**src/design/albs_pkg.sv**
```systemverilog
`default_nettype none

package albs_pkg;

  // Averaging window and sample path widths
  localparam int unsigned Window   = 10;
  localparam int unsigned SampleW  = 10;
  localparam int unsigned TotalW   = 14;
  localparam int unsigned PosW     = $clog2(Window);

  // Division of the window total by Window as a multiply by a scaled reciprocal
  localparam int unsigned AvgShift = 18;
  localparam int unsigned AvgRecip = (2 ** AvgShift + Window - 1) / Window;
  localparam int unsigned RecipW   = $clog2(AvgRecip + 1);
  localparam int unsigned ProdW    = TotalW + RecipW;

  // Offset, level and divider widths
  localparam int unsigned OffsetW  = 10;
  localparam int unsigned ScaleW   = 4;
  localparam int unsigned LevelW   = 12;
  localparam int unsigned DivdW    = LevelW - 1;
  localparam int unsigned DivSteps = DivdW;
  localparam int unsigned StepW    = $clog2(DivSteps);
  localparam int unsigned DutyW    = 8;
  localparam int unsigned DutyMax  = 255;

  // Configuration register indexes
  localparam logic [1:0] RegOffset   = 2'd0;
  localparam logic [1:0] RegScaling  = 2'd1;
  localparam logic [1:0] RegAllowOff = 2'd2;

  localparam logic [ScaleW-1:0] ScalingReset = 4'd4;

  // Commands from controller to datapath
  typedef struct packed {
    logic accept;
    logic avg_en;
    logic prep;
    logic div_step;
    logic out_load;
  } albs_cmd_t;

endpackage

`default_nettype wire

```
**src/design/albs_ctrl.sv**
```systemverilog
`default_nettype none

module albs_ctrl (
  input  wire               clk_i,
  input  wire               rst_ni,
  input  wire               in_valid_i,
  output logic              in_ready_o,
  output logic              out_valid_o,
  input  wire               out_ready_i,
  output albs_pkg::albs_cmd_t cmd_o
);
  import albs_pkg::*;

  typedef enum logic [2:0] {
    ST_IDLE,
    ST_AVG,
    ST_PREP,
    ST_DIV,
    ST_OUT
  } state_e;

  state_e           state_q;
  logic [StepW-1:0] step_q;
  logic             out_valid_q;

  // Command decode
  always_comb begin
    cmd_o          = '0;
    cmd_o.accept   = (state_q == ST_IDLE) && in_valid_i;
    cmd_o.avg_en   = (state_q == ST_AVG);
    cmd_o.prep     = (state_q == ST_PREP);
    cmd_o.div_step = (state_q == ST_DIV);
    cmd_o.out_load = (state_q == ST_OUT) && (!out_valid_q || out_ready_i);
  end

  assign in_ready_o  = (state_q == ST_IDLE);
  assign out_valid_o = out_valid_q;

  // Sequencer and output valid flag
  always_ff @(posedge clk_i or negedge rst_ni) begin
    if (!rst_ni) begin
      state_q     <= ST_IDLE;
      step_q      <= '0;
      out_valid_q <= 1'b0;
    end else begin
      if (cmd_o.out_load) begin
        out_valid_q <= 1'b1;
      end else if (out_ready_i) begin
        out_valid_q <= 1'b0;
      end
      case (state_q)
        ST_IDLE: begin
          if (in_valid_i) begin
            state_q <= ST_AVG;
          end
        end
        ST_AVG: begin
          state_q <= ST_PREP;
        end
        ST_PREP: begin
          step_q  <= '0;
          state_q <= ST_DIV;
        end
        ST_DIV: begin
          if (step_q == StepW'(DivSteps - 1)) begin
            state_q <= ST_OUT;
          end else begin
            step_q <= step_q + 1'b1;
          end
        end
        ST_OUT: begin
          if (cmd_o.out_load) begin
            state_q <= ST_IDLE;
          end
        end
        default: begin
          state_q <= ST_IDLE;
        end
      endcase
    end
  end

endmodule

`default_nettype wire

```
**src/design/albs_datapath.sv**
```systemverilog
`default_nettype none

module albs_datapath (
  input  wire                          clk_i,
  input  wire                          rst_ni,
  input  albs_pkg::albs_cmd_t          cmd_i,
  input  wire [albs_pkg::SampleW-1:0]  sample_i,
  input  wire [albs_pkg::OffsetW-1:0]  offset_i,
  input  wire [albs_pkg::ScaleW-1:0]   scaling_i,
  input  wire                          allow_off_i,
  output logic [albs_pkg::DutyW-1:0]   brightness_o,
  output logic [albs_pkg::SampleW-1:0] smoothed_o
);
  import albs_pkg::*;

  logic [SampleW-1:0] ring_q [Window];
  logic [PosW-1:0]    pos_q;
  logic [TotalW-1:0]  total_q;
  logic [SampleW-1:0] avg_q;
  logic               neg_q;
  logic [DivdW-1:0]   dq_q;
  logic [ScaleW-1:0]  rem_q;
  logic [ScaleW-1:0]  div_q;
  logic [DutyW-1:0]   brightness_q;
  logic [SampleW-1:0] smoothed_q;

  logic [ProdW-1:0]   prod;
  logic [LevelW-1:0]  level;
  logic [ScaleW:0]    partial;
  logic               fits;
  logic [DutyW-1:0]   low_bound;
  logic [DutyW-1:0]   duty;

  // Average: total times reciprocal of the window, then shift
  assign prod = ProdW'(total_q) * ProdW'(AvgRecip);

  // Offset added to the average, sign extended
  assign level = {{(LevelW - SampleW){1'b0}}, avg_q}
               + {{(LevelW - OffsetW){offset_i[OffsetW-1]}}, offset_i};

  // One restoring divide step
  assign partial = {rem_q, dq_q[DivdW-1]};
  assign fits    = (partial >= {1'b0, div_q});

  // Clamp of the quotient to the duty range
  always_comb begin
    low_bound = allow_off_i ? '0 : DutyW'(1);
    if (neg_q) begin
      duty = low_bound;
    end else if (dq_q > DivdW'(DutyMax)) begin
      duty = DutyW'(DutyMax);
    end else if (dq_q[DutyW-1:0] < low_bound) begin
      duty = low_bound;
    end else begin
      duty = dq_q[DutyW-1:0];
    end
  end

  // Sample ring, position and running total
  always_ff @(posedge clk_i or negedge rst_ni) begin
    if (!rst_ni) begin
      for (int i = 0; i < Window; i++) begin
        ring_q[i] <= '0;
      end
      pos_q   <= '0;
      total_q <= '0;
    end else if (cmd_i.accept) begin
      ring_q[pos_q] <= sample_i;
      total_q       <= total_q - TotalW'(ring_q[pos_q]) + TotalW'(sample_i);
      if (pos_q == PosW'(Window - 1)) begin
        pos_q <= '0;
      end else begin
        pos_q <= pos_q + 1'b1;
      end
    end
  end

  // Average, divider and output payload
  always_ff @(posedge clk_i) begin
    if (cmd_i.avg_en) begin
      avg_q <= prod[AvgShift +: SampleW];
    end
    if (cmd_i.prep) begin
      neg_q <= level[LevelW-1];
      dq_q  <= level[DivdW-1:0];
      rem_q <= '0;
      div_q <= (scaling_i == '0) ? ScaleW'(1) : scaling_i;
    end
    if (cmd_i.div_step) begin
      rem_q <= fits ? ScaleW'(partial - {1'b0, div_q}) : partial[ScaleW-1:0];
      dq_q  <= {dq_q[DivdW-2:0], fits};
    end
    if (cmd_i.out_load) begin
      brightness_q <= duty;
      smoothed_q   <= avg_q;
    end
  end

  assign brightness_o = brightness_q;
  assign smoothed_o   = smoothed_q;

endmodule

`default_nettype wire

```
**src/design/ambient_light_brightness_scaler_unit.sv**
```systemverilog
// Path to m_axis_tvalid: average, prep, divide steps, then output load.
// No new sample is taken until the 11-step restoring divider's result is loaded.
// A finished result waits in the output register while the next sample is taken.
// Reset (rst_ni low, asynchronous) clears the sample ring, ring position,
// running total and output valid, and returns the registers to their defaults.
`default_nettype none

module ambient_light_brightness_scaler_unit (
  input  wire         clk_i,
  input  wire         rst_ni,
  // s_axis_tdata: [9:0] sensor_sample, [15:10] zero
  input  wire         s_axis_tvalid,
  output logic        s_axis_tready,
  input  wire  [15:0] s_axis_tdata,
  // m_axis_tdata: [7:0] brightness, [17:8] smoothed_level, [23:18] zero
  output logic        m_axis_tvalid,
  input  wire         m_axis_tready,
  output logic [23:0] m_axis_tdata,
  input  wire         psel,
  input  wire         penable,
  input  wire         pwrite,
  input  wire  [3:0]  paddr,
  input  wire  [31:0] pwdata,
  output logic [31:0] prdata,
  output logic        pready
);
  import albs_pkg::*;

  logic [OffsetW-1:0] offset_q;
  logic [ScaleW-1:0]  scaling_q;
  logic               allow_off_q;
  logic [1:0]         reg_idx;
  logic               wr_en;

  albs_cmd_t          cmd;
  logic [DutyW-1:0]   brightness;
  logic [SampleW-1:0] smoothed;

  assign pready  = 1'b1;
  assign reg_idx = paddr[3:2];
  assign wr_en   = psel && penable && pwrite && pready;

  // Configuration registers
  always_ff @(posedge clk_i or negedge rst_ni) begin
    if (!rst_ni) begin
      offset_q    <= '0;
      scaling_q   <= ScalingReset;
      allow_off_q <= 1'b0;
    end else if (wr_en) begin
      case (reg_idx)
        RegOffset:   offset_q    <= pwdata[OffsetW-1:0];
        RegScaling:  scaling_q   <= pwdata[ScaleW-1:0];
        RegAllowOff: allow_off_q <= pwdata[0];
        default:     ;
      endcase
    end
  end

  // Register read back
  always_comb begin
    case (reg_idx)
      RegOffset:   prdata = 32'(offset_q);
      RegScaling:  prdata = 32'(scaling_q);
      RegAllowOff: prdata = 32'(allow_off_q);
      default:     prdata = '0;
    endcase
  end

  albs_ctrl u_ctrl (
    .clk_i       (clk_i),
    .rst_ni      (rst_ni),
    .in_valid_i  (s_axis_tvalid),
    .in_ready_o  (s_axis_tready),
    .out_valid_o (m_axis_tvalid),
    .out_ready_i (m_axis_tready),
    .cmd_o       (cmd)
  );

  albs_datapath u_datapath (
    .clk_i        (clk_i),
    .rst_ni       (rst_ni),
    .cmd_i        (cmd),
    .sample_i     (s_axis_tdata[SampleW-1:0]),
    .offset_i     (offset_q),
    .scaling_i    (scaling_q),
    .allow_off_i  (allow_off_q),
    .brightness_o (brightness),
    .smoothed_o   (smoothed)
  );

  assign m_axis_tdata = {6'b0, smoothed, brightness};

endmodule

`default_nettype wire
```
**config.mk**
```make
export PLATFORM = sky130hd
export DESIGN_NAME = ambient_light_brightness_scaler_unit
export DESIGN_NICKNAME = d
export VERILOG_FILES = /design/src/design/albs_pkg.sv /design/src/design/albs_ctrl.sv /design/src/design/albs_datapath.sv /design/src/design/ambient_light_brightness_scaler_unit.sv
export SDC_FILE = /design/constraint.sdc
export NUM_CORES = 1
export LEC_CHECK = 0
export BUFFER_PORTS_ARGS = -buffer_cell sky130_fd_sc_hd__buf_2
export CAP_MARGIN = 20
export CORE_MARGIN = 2
export CORE_UTILIZATION = 60
export CTS_CLUSTER_DIAMETER = 80
export DETAILED_ROUTE_END_ITERATION = 7
export PLACE_DENSITY = 0.8
export SLEW_MARGIN = 10
export SYNTH_ARGS = -nofsm -noshare
export SYNTH_HDL_FRONTEND = slang
export SYNTH_SLANG_ARGS = --single-unit
```
**constraint.sdc**
```tcl
create_clock -name clk_i -period 6.1 [get_ports clk_i]
set_input_delay 0.61 -clock clk_i [delete_from_list [all_inputs] [get_ports clk_i]]
set_output_delay 0.61 -clock clk_i [all_outputs]
set_load 0.05 [all_outputs]
```
==> key figures <==
Drt
  • WL/cell: 17.31 um
  • Vias post-DR: 8903
  • Antenna Violating Nets Remaining: 0
  • Drt drc: 0
  • Starting DRC count in detailed routing: 530
  • Drt first pass iters: 5
  • Drt via density: 5.707
  • Final wirelength: 27.00 mm

Floorplanning
  • IO Pins: 118
  • Width of the die: 151.2 um
  • Core ar.: 21150 sq um
  • Cell Rows: 53
  • Die H: 151.2 um
  • Die ar.: 22870 sq um
  • Effective utilization at floorplan: 61.48%

Final layout
  • Fillers: 1539
  • Layout cell share with drive strength beyond 1: 13.00%
  • Synthesis-to-finish area growth: 7.745%
  • Diodes inserted: 0
  • Nets: 1532
  • Reg area: 4971 sq um
  • Area taken by multi-input logic gates: 7072 sq um

Global routing
  • GR Util met3: 4.307%
  • Grt ovf: 0
  • GR Util All Layers: 25.17%
  • Met2 global-route usage: 44.14%
  • Largest net degree at the start of global routing: 74
  • Global routing's busiest layer: met2
  • Number of antenna violations at the first check in global routing: 0
  • GR Layer Usage met1: 32.25%
  • First-pass GRT wire length: 44.73 mm
  • Vias in the first global route: 9084

Critical path
  • RR Endpoint: u_datapath.avg_q[9]
  • Crit. End Element: flip-flop
  • Worst path required time: 6280 ps
  • Cells on worst reg2reg path: 20
  • Largest fanout on the critical path: 5
  • Data arrival, critical path: 5940 ps
  • Type of origin of the critical path: flip-flop
  • Reg2Reg Setup Slack: 340 ps
  • Reg2reg start: u_datapath.total_q[12]
  • Kind of critical path: flip-flop to flip-flop

Placement
  • Placer Congestion: 0.8831
  • Dpl hpwl: 20.10 mm
  • Port buffer count: 58

STA
  • Slew @ Worst Pin: 946.3 ps
  • Unrepaired setup endpoints after global routing: false
  • Setup_tns: 0 ps
  • Final hold vios: 0
  • F_max: 0.1736 GHz
  • Setup Skew: 12.34 ps
  • Post-layout min period: 5759 ps
  • Final Max Slew Viols: 0
  • Period utilization: 94.41%
  • Relative slew slack: 36.76%
  • Final setup vio count: 0

Clock tree
  • Post_cts resized: 0
  • Hold-fix buffers, CTS: 0
  • Clock Latency Late Sink: 440 ps
  • CTS tree: yes
  • Bufs on Longest Clock Path: 2
  • H-tree Lvls: 4
  • Clk root buf: clkbuf_16
  • Worst-path clk slew: 70 ps
  • Clock Sinks: 189
  • Total setup buffers inserted after CTS: 0
  • Cts bufs inserted: 17

Yosys
  • Register area share after synthesis: 38.22%
  • Largest family of logic cells by synthesized area: adder cells
  • Post-synth EDFFs: 48
  • Complex-gate fraction of the synthesized area: 10.92%
  • Largest cells by area after synthesis: dfrtp_1 (27%), ha_1 (12%), fa_1 (11%)
  • Post-Synth Simple-Gate Area: 9.457%
  • Xor and xnor area share after synthesis: 2.088%
  • Synth async-reset ratio: 74.60%
  • Cell with the most instances after synthesis: inv_1
  • Synth Area in Adders: 23.40%
  • Synth unique cells: 73
  • Synthesized instance count: 1230
  • Seq cells post-synth: 189
  • Post-synth top area share: 26.94%
  • Post-Synthesis Cell Area: 13000 sq um
  • Area leader, netlist: dfrtp_1
  • Synth warn: 0
  • Avg Cell Area, Syn: 10.57 sq um
  • Post-synth top flop: dfrtp_1
  • Proportion of synthesized area in mux cells: 7.678%
  • Synth cell count leaders: inv_1 (168), dfrtp_1 (140), ha_1 (128), o21ai_0 (122), nand2_1 (121)

Job
  • Max-cap violations: 0

Min path
  • Worst Hold Class: primary input to async pin

Run status
  • Status: complete, no violations
cells by family (layout without fill, tap and decap cells):
kind of cell,after synthesis,after routing
simple gates,262,262
buf+inv,245,273
fa+ha+maj,200,200
other cells,2,29
compound gates,234,234
flops,189,189
mux,67,67
xor+xnor,31,31
critical path, cell delays in order, from the launching register on:
cell and delay [ps]:
dfrtp_1 430, inv_1 90, ha_1 330, inv_1 210, fa_1 470, fa_1 530
inv_1 60, fa_1 530, inv_1 50, fa_1 500, inv_1 60, fa_1 510
inv_1 40, ha_1 330, nand2_1 120, nor3_2 70, a31oi_1 280, a311oi_1 170
a221o_2 430, a31oi_1 210, xnor2_1 90
sequential cells by signal, summed over array words and instances (netlist names), 8 cells and up:
register                 cells
offset_q                    10
u_datapath.ring_q          100
u_datapath.avg_q            10
u_datapath.brightness_o      8
u_datapath.smoothed_o       10
u_datapath.dq_q             11
u_datapath.total_q          14
metal layers:
layer  vias to the layer above  wire length [um]
li1                       4202                 -
met1                      4421             11300
met2                       243             13960
met3                        37              1230
met4                         0               510
met5                         -                 0
layout by cell type, fill, tap and decap left out, types with 8 or more instances in the layout:
| master | count |
|---|---|
| xnor2_1 | 22 |
| nand2_1 | 121 |
| clkinv_1 | 9 |
| a22oi_1 | 10 |
| o21ai_1 | 11 |
| conb_1 | 29 |
| nor2_1 | 52 |
| nor3_1 | 17 |
| clkbuf_16 | 18 |
| a21oi_1 | 25 |
| fa_1 | 72 |
| buf_2 | 57 |
| mux2_2 | 22 |
| mux2i_1 | 15 |
| nor2b_1 | 9 |
| ha_1 | 128 |
| mux4_2 | 20 |
| nand3_1 | 9 |
| xor2_1 | 9 |
| inv_1 | 168 |
| dfrtp_1 | 140 |
| and2_1 | 8 |
| o21ai_0 | 122 |
| a21o_1 | 14 |
| edfxtp_1 | 48 |
| mux2_4 | 10 |
how the worst max path moves through the flow:
stage | endpoint | startpoint | slack, ps | cells past startpoint
global placement | u_datapath.avg_q[9] | u_datapath.total_q[11] | 440 | 16
CTS | u_datapath.avg_q[9] | u_datapath.total_q[12] | 310 | 20
global route | u_datapath.avg_q[8] | u_datapath.total_q[12] | 50 | 20
detailed placement | u_datapath.avg_q[9] | u_datapath.total_q[12] | 330 | 20
floorplan | u_datapath.avg_q[9] | u_datapath.total_q[12] | 790 | 20
finish | u_datapath.avg_q[9] | u_datapath.total_q[12] | 340 | 20
final cells by class:
cell class	instances	area share (%)
clock inverters	11	1.098
repair buffers	65	2.491
flip-flops and latches	189	35.48
multi-input cells	823	50.47
clock buffers	20	3.268
well taps	275	2.456
inverters	177	4.741
stage by stage:
step           cell area [sq um]  worst slack [ps]  util, %  hold slack (ps)  instances
2_1_floorplan              13110             785.3        -            314.4       1257
3_3_place_gp               13400             441.4    63.35            450.8       1529
3_5_place_dp               13400             327.9    63.35            466.6       1529
4_1_cts                    14010             306.7    66.24            207.5       1560
5_1_grt                    14010             47.65    66.24            230.6       1560
6_report                   14010             341.1    66.24            147.4       1560
Power is left out: the tool's default activity adds up to more than one toggle a clock period on the data nets, which glitch-free logic cannot reach.
